**src/hdl/sibk_pkg.sv**
```systemverilog
// Package with shared constants and the chain control type of the sorter.
package sibk_pkg;

  // Default capacity of the chain and default internal key width.
  localparam int unsigned MaxItemsDefault = 64;
  localparam int unsigned KeyBitsDefault  = 32;

  // Fixed widths of the record fields on the ports.
  localparam int unsigned IdxW    = 6;
  localparam int unsigned KeyPortW = 32;

  // Control broadcast from the top level to every cell.
  typedef struct packed {
    logic insert_en;  // place the broadcast record into the chain
    logic drain_en;   // move every cell one place toward the output
  } sibk_ctrl_t;

endpackage

```
**src/hdl/sibk_cell.sv**
```systemverilog
// One cell of the insertion chain: holds a single record and its valid bit.
module sibk_cell #(
  parameter int unsigned KEY_BITS = 32
) (
  input  logic                          clk_i,
  input  logic                          rst_ni,
  input  sibk_pkg::sibk_ctrl_t          ctrl_i,
  input  logic signed [KEY_BITS-1:0]    new_key_i,
  input  logic [sibk_pkg::IdxW-1:0]     new_idx_i,
  input  logic                          left_valid_i,
  input  logic                          left_shift_i,
  input  logic signed [KEY_BITS-1:0]    left_key_i,
  input  logic [sibk_pkg::IdxW-1:0]     left_idx_i,
  input  logic                          right_valid_i,
  input  logic signed [KEY_BITS-1:0]    right_key_i,
  input  logic [sibk_pkg::IdxW-1:0]     right_idx_i,
  output logic                          valid_o,
  output logic                          shift_o,
  output logic signed [KEY_BITS-1:0]    key_o,
  output logic [sibk_pkg::IdxW-1:0]     idx_o
);
  import sibk_pkg::*;

  logic                       valid_q, valid_d;
  logic signed [KEY_BITS-1:0] key_q, key_d;
  logic [IdxW-1:0]            idx_q, idx_d;

  // A stored record moves right when its key is strictly greater than the
  // new one, so equal keys keep their arrival order.
  assign shift_o = valid_q && (key_q > new_key_i);

  // Next content: drain from the right, or take the left neighbor or the
  // new record during an insertion.
  always_comb begin
    valid_d = valid_q;
    key_d   = key_q;
    idx_d   = idx_q;
    if (ctrl_i.drain_en) begin
      valid_d = right_valid_i;
      key_d   = right_key_i;
      idx_d   = right_idx_i;
    end else if (ctrl_i.insert_en && (shift_o || !valid_q)) begin
      if (left_shift_i) begin
        valid_d = 1'b1;
        key_d   = left_key_i;
        idx_d   = left_idx_i;
      end else if (left_valid_i) begin
        valid_d = 1'b1;
        key_d   = new_key_i;
        idx_d   = new_idx_i;
      end
    end
  end

  // Valid bit is control state and is cleared by reset.
  always_ff @(posedge clk_i or negedge rst_ni) begin
    if (!rst_ni) begin
      valid_q <= 1'b0;
    end else begin
      valid_q <= valid_d;
    end
  end

  // Record payload needs no reset.
  always_ff @(posedge clk_i) begin
    key_q <= key_d;
    idx_q <= idx_d;
  end

  assign valid_o = valid_q;
  assign key_o   = key_q;
  assign idx_o   = idx_q;

endmodule

```
**config.mk**
```make
export PLATFORM = sky130hd
export DESIGN_NAME = sibk_cell
export DESIGN_NICKNAME = d
export VERILOG_FILES = /design/src/hdl/sibk_pkg.sv /design/src/hdl/sibk_cell.sv
export SDC_FILE = /design/constraint.sdc
export NUM_CORES = 1
export LEC_CHECK = 0
export BUFFER_PORTS_ARGS = -buffer_cell sky130_fd_sc_hd__buf_2
export CORE_MARGIN = 2
export CORE_UTILIZATION = 33
export CTS_BUF_LIST = sky130_fd_sc_hd__clkbuf_8
export DETAILED_ROUTE_END_ITERATION = 7
export HOLD_SLACK_MARGIN = 0.03
export PLACE_DENSITY_LB_ADDON = 0.05
export SLEW_MARGIN = 15
export SYNTH_ARGS = -nofsm -noshare
export SYNTH_HDL_FRONTEND = slang
export SYNTH_SLANG_ARGS = --single-unit
```
**constraint.sdc**
```tcl
create_clock -name clk_i -period 6.09 [get_ports clk_i]
set_clock_uncertainty 0.1 [all_clocks]
set_input_delay 0.3045 -clock clk_i [delete_from_list [all_inputs] [get_ports clk_i]]
set_output_delay 0.3045 -clock clk_i [all_outputs]
set_load 0.01 [all_outputs]
```
Word level (Yosys, flattened, before mapping)
Cells that the tools add are included.
- $lt $le $gt $ge: 1
- multiplexer cells: 12
- reductions and logical operators: 7
- operator list (operator ; number):
    2-to-1 mux 32 bit ; 4
    greater-than comparator 32 bit ; 1
    2-to-1 mux 6 bit ; 4
    2-to-1 mux 1 bit ; 4
    nonzero test 3 bit ; 1
    logical AND 1 bit ; 2
    AND reduction 2 bit ; 1
    nonzero test 2 bit ; 1
    logical NOT 1 bit ; 1
    logical OR 1 bit ; 1
- bits in registers: 39
- output and inout port bits: 40

Logic depth before layout (Yosys ltp)
Gate-level depths: netlist (run 1).
- word-level depth: 6
- mapped depth: 8
- gate-level depth less buffers: 8

Least setup slack after synthesis (run 1)
No wires, ideal clock.
- path kind: register to register
- start: reg key_q[11] (netlist: key_o[11])
- end: reg idx_q[0] (netlist: idx_o[0]) (enable)
- library setup time: 0.457 ns
- arrival: 3.904 ns
- setup slack: 1.629 ns
- stages on the path, launching flop included: 8
- path buffers: 0
- path through: edfxtp_1 ha_1 nand4_1 or3_1 a211o_1 a21oi_2 nor3_1 o41ai_2
- word-level cells in the longest chain between the ends: 6
- ends and longest elaborated chain (element ; line ; RTL):
    start: declaration ; sibk_cell.sv:25 ; logic signed [KEY_BITS-1:0] key_q, key_d;
    start signal: assignment ; sibk_cell.sv:66 ; key_q <= key_d;
    greater-than comparator 32 bit ; sibk_cell.sv:30 ; assign shift_o = valid_q && (key_q > new_key_i);
    logical AND 1 bit ; sibk_cell.sv:30 ;
    logical OR 1 bit ; sibk_cell.sv:42 ; end else if (ctrl_i.insert_en && (shift_o || !valid_q)) begin
    logical AND 1 bit ; sibk_cell.sv:42 ;
    nonzero test 2 bit (no line) ; - ;
    AND reduction 2 bit (no line) ; - ;
    end signal: assignment ; sibk_cell.sv:67 ; idx_q <= idx_d;
    end: declaration ; sibk_cell.sv:26 ; logic [IdxW-1:0] idx_q, idx_d;
No other way between the ends.
A chain may end at the register's enable or synchronous reset.

Final worst setup path (run 1)
- start: reg key_q[31] (netlist: key_o[31])
- end: out shift_o
- word-level cells in the longest chain between the ends: 2
- ends and longest elaborated chain (element ; line ; RTL):
    greater-than comparator 32 bit ; sibk_cell.sv:30 ;
    logical AND 1 bit ; sibk_cell.sv:30 ;
    end: declaration ; sibk_cell.sv:18 ; output logic shift_o,
No other way between the ends.

==> impl_metrics.json, run 1 <==
{
  "outcome": "finished clean",
  "path_clk_slew_ns": 0.07,
  "area_growth_pct": 35.6,
  "dieArea_um2": 9290,
  "synthMuxAreaShare": 0.135,
  "hold_ws_ns": 0.185,
  "power.density_nw_per_um2": 195,
  "die_h_um": 96.4,
  "crit_path_start": "key_o[31]",
  "ff2ff_setup_slack_ns": 3.25,
  "cts_max_path_buffers": 2,
  "vdd.ir_drop.worst_v": 0.0000837,
  "synthTopCellsByCount": "nand2_1, o21ai_0, edfxtp_1, mux2i_1, inv_1",
  "endpoint": "shift_o",
  "synth_top_cell_area_share": 0.405,
  "hold_viol": 0,
  "critical_path_class": "reg2out",
  "synthAdderAreaFrac": 0.142,
  "setup-violations-final": 0,
  "r2r_end": "key_o[20]",
  "core_area_um2": 8260,
  "yosysWarnings": 0,
  "synthFlopType": "edfxtp_1",
  "slowest_delay_ns": 0.61,
  "maxCapViolations": 0,
  "synth_cell_types": 28,
  "antenna_found_initial": 0,
  "clockRootBuffer": "clkbuf_8",
  "synth_area_um2": 2820,
  "remaining_drc_errors": 0,
  "synth-xor-area-share": 0,
  "synth_fp_nets": 444,
  "ys_seq_elements": 39,
  "insertion_delay_ns": 0.29,
  "grt_pass1_vias": 2329,
  "initial_utilization": 0.341,
  "place_hpwl_um": 5720,
  "cts.sinks": 39,
  "seq_area_um2": 1170,
  "num_antenna_cells": 0,
  "cts_tree": "built",
  "grt_start_max_net_pins": 80,
  "tightest_slew_ns": 0.695,
  "io_pins": 161,
  "firstDrtPassIters": 4,
  "vias": 2576,
  "rsz0062_at_grt": "false",
  "finalCriticalPeriod_ns": 2.97,
  "synth.largest_area_cell": "edfxtp_1",
  "row_count": 33,
  "synth_area_per_cell_um2": 9.67,
  "slew_headroom": 0.532,
  "drive_above_1_share": 0.386,
  "r2r-start": "key_o[10]",
  "arrival_ns": 2.56,
  "synth_compound_area_frac": 0.129,
  "post-route-period-util": 0.487,
  "synth-simple-area-share": 0.113,
  "worstHoldPathCells": 3,
  "cts_max_level": 2,
  "finalWirelength_um": 7080,
  "place_ws_ns": 3.22,
  "ant_nets": 0,
  "reg2reg_depth": 8,
  "fp.dieW_um": 96.4,
  "p_leak_uw": 0.00201,
  "multi_input_area_um2": 1470,
  "slew_viol_final": 0,
  "drt_iter0_drc": 48,
  "hold_path_class": "in2reg",
  "synthCells": 291,
  "layout_setup_ws_ns": 3.12,
  "cp.required_ns": 5.69,
  "path_max_fanout": 3,
  "yosysMostFrequentCell": "nand2_1",
  "grt_pass1_wl_um": 10600,
  "crit_path_end_kind": "output pin",
  "ys_top_cells_by_area": "edfxtp_1, ha_1, mux2i_1",
  "io_buffers": 160,
  "wl_per_cell_um": 12.7,
  "max_freq_mhz": 337,
  "ys_seq_area_frac": 0.414,
  "gr-total-overflow": 0,
  "nets": 603,
  "synth_top_family_by_area": "adder cells",
  "via_per_inst": 4.63,
  "fill_cells": 874,
  "async_flop_share": 0.0256,
  "synth_edf_count": 38,
  "slowest_stage": "nor4_1",
  "grt_usage": 0.148,
  "path_cells": "ha_1 -> nand4_1 -> nor4_2 -> nand2_1 -> nor4_1 -> nor4b_2 -> buf_2",
  "cts_setup_buffers": 0,
  "cts_made_buffers": 5,
  "place.gp.congestion": 0.723,
  "start_kind": "register",
  "fin_setup_tns_ns": 0
}
[per-stage QoR]
step           cell area, um^2  instances  power [uW]   util
6_report                  3820        556         743  0.462
5_1_grt                   3820        556         798  0.462
4_1_cts                   3820        556         760  0.462
3_5_place_dp              3730        547         590  0.451
3_3_place_gp              3730        547         587  0.451
2_1_floorplan             2820        291         483      -
[power breakdown]
group	internal [uW]	total, uW	leakage (uW)	switching, uW
clock network	76.4	164	0.0000519	87.9
logic	105	228	0.00156	123
registers	336	351	0.000400	14.9
total	518	743	0.00201	225
[kinds of logic (layout without fill, tap and decap cells)]
logic type / after synthesis / count (layout)
and+or+nand+nor: 70 / 70
buffers and inverters: 46 / 206
muxes: 38 / 38
AOI/OAI and AO/OA: 66 / 66
adders and majority gates: 32 / 32
DFF: 39 / 39
[registers in the layout, indices dropped and copies added, names as in the netlist]
signal,flops
key_o,32
idx_o,6
valid_o,1
[final cells by class]
type / instances / share of cell area
clock buffers: 5 / 0.0180
well taps: 105 / 0.0344
multi-input cells: 206 / 0.386
flip-flops and latches: 39 / 0.306
repair buffers: 165 / 0.220
clock inverters: 3 / 0.00295
inverters: 33 / 0.0325
[worst max-delay path: cells and delay by family (launching register included)]
| kind | cells | cell delay, ns |
|---|---|---|
| flops | 1 | 0.40 |
| simple gates | 5 | 1.37 |
| fa+ha+maj | 1 | 0.33 |
| buf+inv | 1 | 0.17 |
[per-layer routing]
| metal | GRT usage | up-vias | wire length (um) |
|---|---|---|---|
| met5 | 0 | - | 0 |
| met4 | 0.0352 | 0 | 60 |
| met3 | 0.0462 | 6 | 675 |
| met2 | 0.243 | 95 | 3210 |
| met1 | 0.191 | 1126 | 3140 |
| li1 | - | 1349 | - |
[layout by cell type (no fill, tap or decap), types with 2 or more instances in the layout]
| cell | Yosys | layout |
|---|---|---|
| edfxtp_1 | 38 | 38 |
| inv_1 | 33 | 36 |
| a21oi_1 | 15 | 15 |
| ha_1 | 32 | 32 |
| buf_4 | 0 | 4 |
| clkbuf_8 | 1 | 5 |
| nor3_1 | 2 | 2 |
| nor2b_1 | 2 | 2 |
| nand2_1 | 48 | 48 |
| a21o_1 | 3 | 3 |
| o21ai_0 | 43 | 43 |
| mux2i_1 | 38 | 38 |
| buf_2 | 3 | 160 |
| nand4_1 | 6 | 6 |
| nor2_1 | 5 | 5 |
[worst min-delay path by stage]
stage	from	endpoint	slack, ns
floorplan	rst_ni	valid_o	-0.09
global placement	rst_ni	valid_o	-0.02
detailed placement	rst_ni	valid_o	-0.02
CTS	right_valid_i	valid_o	0.18
global route	right_key_i[5]	key_o[5]	0.20
finish	right_valid_i	valid_o	0.18
[what timing repair did]
item,CTS,global route
endpoints found under the hold margin,1,0
hold buffers,1,0
resized for setup,0,0
Power figures use the tool's default switching activity.
==> run 2: changes to the inputs <==
--- a/config.mk
+++ b/config.mk
@@ -5,6 +5,7 @@
 export SDC_FILE = /design/constraint.sdc
 export NUM_CORES = 1
 export LEC_CHECK = 0
+export ABC_AREA = 1
 export BUFFER_PORTS_ARGS = -buffer_cell sky130_fd_sc_hd__buf_2
 export CORE_MARGIN = 2
 export CORE_UTILIZATION = 33
==> constraint.sdc (replaced) <==
create_clock -name clk_i -period 2.9 [get_ports clk_i]
set_clock_uncertainty 0.1 [all_clocks]
set_input_delay 0.145 -clock clk_i [delete_from_list [all_inputs] [get_ports clk_i]]
set_output_delay 0.145 -clock clk_i [all_outputs]
set_load 0.01 [all_outputs]
==> run 2 against run 1 <==
  * Register-to-register slack worse by 2.7 ns
  * Die area is 1.1% higher
  * Non-clock buffer count is 1 lower
  * Area after synthesis is 1.2% higher
  * Critical endpoint is now key_o[13]
  * Largest cell class unchanged
==> impl_metrics.json, run 2 <==
{
  "outcome": "finished clean",
  "yosysWarnings": 0,
  "fill_cells": 881,
  "cts.sinks": 39,
  "cts_max_level": 2,
  "grt_start_max_net_pins": 42,
  "finalWirelength_um": 7900,
  "synth_cell_types": 25,
  "path_clk_slew_ns": 0.08,
  "cp_top_family": "simple AND/OR/NAND/NOR gates",
  "initial_utilization": 0.343,
  "cts_tree": "built",
  "synthAdderAreaFrac": 0.141,
  "finalCriticalPeriod_ns": 2.39,
  "hold_viol": 0,
  "grt_pass1_wl_um": 13200,
  "vias": 2861,
  "dpl_cell_area_um2": 3750,
  "ys_seq_elements": 39,
  "num_antenna_cells": 0,
  "synthMuxAreaShare": 0,
  "synth.largest_area_cell": "edfxtp_1",
  "ys_seq_area_frac": 0.409,
  "layout_setup_ws_ns": 0.509,
  "area_growth_pct": 34.8,
  "nets": 670,
  "start_kind": "register",
  "io_pins": 161,
  "vdd.ir_drop.worst_v": 0.000206,
  "ant_nets": 0,
  "fin_setup_tns_ns": 0,
  "path_cells": "ha_1 -> nand2_1 -> nor2_2 -> nand2_2 -> nor3b_2 -> nand2_1 -> nand3_1 -> nand3_2 -> nand2_2 -> nand2_2 -> nand2_2 -> buf_4",
  "via_per_inst": 4.59,
  "synth-xor-area-share": 0,
  "tightest_slew_ns": 0.789,
  "post-route-period-util": 0.824,
  "rsz0062_at_grt": "false",
  "remaining_drc_errors": 0,
  "antenna_found_initial": 0,
  "die_h_um": 96.9,
  "place_hpwl_um": 6000,
  "hold_ws_ns": 0.0580,
  "ys_top_cells_by_area": "edfxtp_1, a21oi_1, ha_1",
  "synth_edf_count": 38,
  "place.gp.congestion": 0.759,
  "cp.required_ns": 2.78,
  "hold_path_class": "in2reg",
  "critical_path_class": "reg2reg",
  "gr-total-overflow": 0,
  "final_cells": 623,
  "synth_area_um2": 2850,
  "synthTopCellsByCount": "a21oi_1, nand2_1, nor2_1",
  "p_leak_uw": 0.00200,
  "cts_setup_buffers": 0,
  "firstDrtPassIters": 4,
  "synth_top_cell_area_share": 0.401,
  "core_area_um2": 8300,
  "maxCapViolations": 0,
  "synth_top_family_by_area": "simple AND/OR/NAND/NOR gates",
  "cts_hold_buf": 1,
  "row_count": 33,
  "setup-violations-final": 0,
  "grt_pass1_vias": 2852,
  "cts_made_buffers": 5,
  "yosysMostFrequentCell": "a21oi_1",
  "cp_num_buf_inv": 1,
  "stdcell_area_um2": 3840,
  "slew_viol_final": 0,
  "synth_compound_area_frac": 0.175,
  "drt_iter0_drc": 79,
  "cts_resized": 0,
  "place_ws_ns": 0.490,
  "async_flop_share": 0.0256,
  "power.density_nw_per_um2": 408,
  "dieArea_um2": 9390,
  "synth_area_per_cell_um2": 7.87,
  "synthCells": 362,
  "cts_max_path_buffers": 2,
  "placed_cells": 614,
  "clockRootBuffer": "clkbuf_8",
  "drive_above_1_share": 0.351,
  "slew_headroom": 0.474,
  "arrival_ns": 2.27,
  "synthFlopType": "edfxtp_1",
  "max_freq_mhz": 418,
  "slowest_delay_ns": 0.39,
  "synth_fp_nets": 515,
  "cpMostUsedCell": "nand2_2",
  "io_buffers": 160,
  "grt_usage": 0.168,
  "wl_per_cell_um": 12.7,
  "synth-simple-area-share": 0.194,
  "final_common_cell": "buf_2",
  "crit_path_end_kind": "register",
  "insertion_delay_ns": 0.28,
  "final_cell_mix": "buf_2, a21oi_1, nand2_1, nor2_1, inv_1",
  "path_max_fanout": 13,
  "slowest_stage": "edfxtp_1",
  "largest_reg_flops": 32,
  "fp.dieW_um": 96.9
}
## run 2: cell count changes after synthesis, sizes merged, moves of 2 or more
cell    change
nand3       +5
o21ai      -41
o21a        +3
nor2       +41
nand4       -5
a21o        -2
a21oi      +74
mux2i      -38
nor2b       -2
nand2      +31
inv        +10
clkbuf      +3
## run 2: where the power goes
group          internal [uW]  switching, uW
combinational            216            279
sequential               697           28.9
clock                    161            183
total                   1070            491
## run 2: path summary, 6_finish.rpt
path / startpoint / to / slack, ns / cells past startpoint
setup / recovery: key_o[31] / key_o[13] / 0.51 / 12
hold / removal: right_valid_i / valid_o / 0.06 / 4
setup reg to reg: key_o[31] / key_o[13] / 0.51 / 12
hold reg to reg: valid_o / valid_o / 0.48 / 2
max in group asynchronous: rst_ni / valid_o / 2.54 / 2
min in group asynchronous: rst_ni / valid_o / 0.07 / 2
## run 2: metrics by stage
step	util	power, uW
2_1_floorplan	-	1020
3_3_place_gp	0.452	1230
3_5_place_dp	0.452	1240
4_1_cts	0.462	1590
5_1_grt	0.462	1690
6_report	0.462	1560
## run 2: metal layers
layer  up-vias  part of all wire  GRT usage
met4         0            0.0038     0.0271
met2       100              0.45      0.280
met5         -                 0          0
met1      1238              0.46      0.217
li1       1521                 -          -
met3         2             0.085     0.0549
## run 2: cells by family (layout without fill, tap and decap cells)
kind of cell               Yosys count  in the layout
and+or+nand+nor                    136            136
AOI/OAI and AO/OA                   96             96
buffers and inverters               59            215
DFF                                 39             39
adders and majority gates           32             32
## run 2: final cells by class
| cell class | count | area [um^2] | area share |
|---|---|---|---|
| clock inverter | 3 | 11.3 | 0.00293 |
| tap | 105 | 131 | 0.0342 |
| timing repair buffer | 164 | 846 | 0.220 |
| clock buffer | 5 | 68.8 | 0.0179 |
| multi-input combinational | 264 | 1450 | 0.379 |
| sequential | 39 | 1170 | 0.304 |
| inverter | 43 | 161 | 0.0421 |
## run 2: tightest hold or removal path, stage by stage
cell and delay [ns]:
buf_2 0.08, or2_2 0.09, nand2_1 0.04, nand2_1 0.05
